<file path="src/rtl/assert_macros.svh">
// assertion helpers for the RTL
`ifndef ASSERT_MACROS_SVH
`define ASSERT_MACROS_SVH

// same-cycle implication
`define ASSERT_IMPL(label, clk, rst_n, a, b) \
	label: assert property (@(posedge clk) disable iff (!rst_n) (a) |-> (b)) \
		else $error("implication check failed");

// next-cycle implication
`define ASSERT_NEXT(label, clk, rst_n, a, b) \
	label: assert property (@(posedge clk) disable iff (!rst_n) (a) |=> (b)) \
		else $error("next-cycle check failed");

`endif

</file>
<file path="src/rtl/fsfla_pkg.sv">
`timescale 1ns / 1ps
package fsfla_pkg;

	localparam int SLOTS_PER_BLOCK = 512;
	localparam int NUM_BLOCKS      = 8;
	localparam int TOTAL_SLOTS     = SLOTS_PER_BLOCK * NUM_BLOCKS;
	localparam int IDX_W           = $clog2(TOTAL_SLOTS);
	localparam int OFF_W           = $clog2(SLOTS_PER_BLOCK);
	localparam int BLK_W           = $clog2(NUM_BLOCKS + 1);
	localparam int SLOT_W          = 12;
	localparam int STATUS_W        = 2;

	localparam logic FUNC_ALLOC = 1'b0;
	localparam logic FUNC_FREE  = 1'b1;

	typedef enum logic [STATUS_W-1:0] {
		ST_ALLOC     = 2'd0,
		ST_FREED     = 2'd1,
		ST_IGNORED   = 2'd2,
		ST_EXHAUSTED = 2'd3
	} status_t;

	typedef struct packed {
		logic              func;
		logic [SLOT_W-1:0] slot_index;
		logic              is_null;
	} req_t;

	typedef struct packed {
		logic [SLOT_W-1:0]   granted_slot;
		logic [STATUS_W-1:0] status;
	} rsp_t;

	typedef struct packed {
		logic             vld;
		logic [IDX_W-1:0] idx;
	} link_t;

	typedef struct packed {
		logic take;   // request accepted this cycle
		logic read;   // accepted allocate that pops the linked list
		logic pop;    // link data back, advance head
		logic drain;  // response taken downstream
	} cmd_t;

	typedef struct packed {
		logic head_vld;
		logic rsp_busy;
	} stat_t;

endpackage

</file>
<file path="src/rtl/fsfla_ctrl.sv">
`timescale 1ns / 1ps
module fsfla_ctrl (
	input  logic               clk,
	input  logic               arst_n,
	input  logic               req_valid,
	input  logic               req_func,
	input  logic               rsp_stall,
	input  fsfla_pkg::stat_t   stat,
	output logic               req_stall,
	output fsfla_pkg::cmd_t    cmd
);
	import fsfla_pkg::*;

	typedef enum logic [1:0] {
		S_IDLE = 2'b01,
		S_READ = 2'b10
	} state_t;

	state_t state_q, state_nxt;
	logic   rsp_free;

	assign rsp_free  = !stat.rsp_busy || !rsp_stall;
	assign req_stall = !((state_q == S_IDLE) && rsp_free);

	always_comb begin
		cmd.take  = req_valid && !req_stall;
		cmd.read  = cmd.take && (req_func == FUNC_ALLOC) && stat.head_vld;
		cmd.pop   = (state_q == S_READ);
		cmd.drain = stat.rsp_busy && !rsp_stall;
	end

	always_comb begin
		state_nxt = state_q;
		unique case (state_q)
			S_IDLE: if (cmd.read) state_nxt = S_READ;
			S_READ: state_nxt = S_IDLE;
			default: state_nxt = S_IDLE;
		endcase
	end

	always_ff @(posedge clk or negedge arst_n) begin
		if (!arst_n) state_q <= S_IDLE;
		else state_q <= state_nxt;
	end

endmodule

</file>
<file path="config.mk">
export PLATFORM = sky130hd
export DESIGN_NAME = fsfla_ctrl
export DESIGN_NICKNAME = d
export VERILOG_FILES = /design/src/rtl/assert_macros.svh /design/src/rtl/fsfla_pkg.sv /design/src/rtl/fsfla_ctrl.sv
export SDC_FILE = /design/constraint.sdc
export NUM_CORES = 1
export LEC_CHECK = 0
export ABC_AREA = 1
export BUFFER_PORTS_ARGS = -buffer_cell sky130_fd_sc_hd__buf_2
export CAP_MARGIN = 20
export CORE_AREA = 2 2 39 41
export CTS_BUF_LIST = sky130_fd_sc_hd__clkbuf_4
export DETAILED_ROUTE_END_ITERATION = 7
export DIE_AREA = 0 0 41 43
export PLACE_DENSITY = 0.41
export SYNTH_ARGS = -nofsm -noshare
export SYNTH_HDL_FRONTEND = slang
export SYNTH_SLANG_ARGS = --single-unit
</file>
<file path="constraint.sdc">
create_clock -name clk -period 0.85 [get_ports clk]
set_input_delay 0.1275 -clock clk [delete_from_list [all_inputs] [get_ports clk]]
set_output_delay 0.1275 -clock clk [all_outputs]
set_load 0.01 [all_outputs]
</file>
==> reports/results.ini <==
[setup_path]
r2r-start=state_q[0]$_DFFE_PN1P_
cp_top_family=flip-flops
worstPathArrival_ns=1.10
worst-path-max-fanout=3
critPathMaxStageDelay_ns=0.56
cp_slowest_cell=dfstp_2
path_buf_inv=1
start_kind=flop
timing.rr.end=state_q[0]$_DFFE_PN1P_
r2r_setup_slack_ns=-0.08
endpoint_kind=output port
crit_type=reg2out
critical_path.cell_chain=nand4_4 -> nor2_4 -> buf_6
required_ns=0.72
ff2ff_path_depth=4

[sta]
finalCritPeriodShare=1.448
worstMarginPinSlew_ns=0.1414
slew_headroom=0.9057
period_needed_ns=1.231
max_freq_ghz=0.8126
setup_viol=6
fin_ws_ns=-0.3806
worst_clock_skew_ns=0.008648
hold_viol_final=0
rsz0062_at_grt=true
hold_ws_ns=0.1299
drv_slew=0

[hold_path]
min_to=state_q[0]$_DFFE_PN1P_
hold_path.class=in2reg
hp-start=req_valid
min_path_cells=2

[grt]
antenna_found_initial=0
grt_max_degree=4
grt_use_met1=0.05145
overflow=0
grt_pass1_vias=191
grt_usage=0.06426
gr-usage-met2=0.08438
grt-busiest-layer=met4
grt_pass1_wl_um=655
globalRouteMet3Util=0.03141

[drt]
routed_via_density=3.231
vias=168
ant_nets=0
drc=0
wirelength_um=372
wl_per_cell_um=7.154
drtIter0Drc=4
drt-pass1-iter-count=3

[cells_and_area]
drive_above_1_share=0.7222
diodes=0
fillers=158
fin_area_sq_um=294.0
regArea_sq_um=51.30
reg_top3=state_q x2
finalNetCount=44
largest_register_ffs=2
multiInputGateArea_sq_um=77.57
largest-register=state_q
area.growth.synth_to_final_pct=126.0

[placed_design]
place_congestion=0.6716
portBuffers=11
place_hpwl_um=283.4
dpl-instance-area_sq_um=236.5

[die]
core_area_sq_um=1384
start_util=0.09403
die_area_sq_um=1763
die_y_um=43
io_pins=12
std_cell_rows=14
die_x_um=41

[status]
violations=setup timing
status=complete, but fails checks

[synth]
ys_top_cells_by_area=dfstp_2 20%, dfrtp_1 19%, inv_1 14%
syn_inst=18
yosys_warnings=0
syn_area_per_cell_sq_um=7.229
synthArstFlopShare=1.000
netlist_area_sq_um=130.1
synth_edf_count=0
synthFlopType=dfstp_2
yosysMostFrequentCell=inv_1
ys_seq_elements=2
synth_top_area_frac=0.2019
syn-num-nets=25
synth_top_area_cell=dfstp_2
synth_commonest_cells=5 x inv_1, 4 x nor2_1, 2 x nor2_2
synthDistinctLibCells=10
yosysSeqAreaShare=0.3942

[cts]
cts_root_buffer=clkbuf_4
clk_pin_slew_worst_paths_ns=0.03
clock_path_buffers=2
cts_num_sinks=2
clkLatencyLatePin_ns=0.24
htreeDepth=1
numCtsBuffers=3
cts_tree=yes

[pwr]
powerDensity_nw_per_um2=1640
irDropWorstVdd_uv=360.7
p_leak_nw=0.1578

[run]
cap_violations=0

[report_power, final]
group	internal [mW]	switching, mW	leakage [nW]	total [mW]
sequential	0.101	0.00437	0.0242	0.105
clock	0.207	0.0746	0.0184	0.282
combinational	0.0500	0.0448	0.115	0.0948
[how the worst max path moves through the flow]
stage                                 from        end  slack, ns  cells after the start
global placement    state_q[0]$_DFFE_PN1P_     cmd[2]      -0.16                      3
floorplan           state_q[0]$_DFFE_PN1P_     cmd[2]      -0.04                      2
global route        state_q[0]$_DFFE_PN1P_  req_stall      -0.42                      4
detailed placement  state_q[0]$_DFFE_PN1P_  req_stall      -0.16                      4
CTS                 state_q[0]$_DFFE_PN1P_  req_stall      -0.40                      4
finish              state_q[0]$_DFFE_PN1P_     cmd[2]      -0.38                      3
[cells in the final DEF (no fill, tap or decap), types with 2 or more instances in the layout]
| cell | instances |
|---|---|
| inv_1 | 3 |
| clkbuf_4 | 4 |
| inv_2 | 3 |
| buf_6 | 2 |
| nor2_4 | 2 |
| nor2_1 | 3 |
| buf_4 | 2 |
| buf_2 | 9 |
[per-layer routing]
layer,up-vias,share of wire
li1,88,-
met4,0,0.040
met3,2,0.051
met1,71,0.38
met5,-,0
met2,7,0.53
[metrics by stage]
stage | TNS [ns] | utilization | power, mW | cells | worst slack [ns]
finish | -1.415 | 0.2125 | 0.4821 | 52 | -0.3806
global route | -1.619 | 0.2125 | 0.5154 | 52 | -0.4201
CTS | -1.504 | 0.2089 | 0.4913 | 52 | -0.3992
global placement | -0.5432 | 0.1709 | 0.1871 | 47 | -0.1601
floorplan | -0.09025 | - | 0.1453 | 18 | -0.04119
detailed placement | -0.5240 | 0.1709 | 0.1871 | 47 | -0.1576
[repair_timing]
item	4_1_cts	5_1_grt
setup endpoints to repair	5	6
hold buffers	1	0
pin swaps	2	0
hold endpoints to repair	2	0
setup buffers	1	0
resized for setup	4	1
[logic make-up (layout without fill, tap and decap cells)]
| kind of cell | count (synthesis) | in the layout | share of synthesized area |
|---|---|---|---|
| simple gates | 10 | 10 | 0.4327 |
| buf+inv | 6 | 24 | 0.1731 |
| flops | 2 | 2 | 0.3942 |
[cell type report]
cell class | instances | area share
Inverter | 6 | 0.07660
Sequential cell | 2 | 0.1745
Clock buffer | 4 | 0.1021
Tap cell | 16 | 0.06809
Timing Repair Buffer | 14 | 0.3149
Multi-Input combinational cell | 10 | 0.2638
Power figures use the tool's default switching activity.
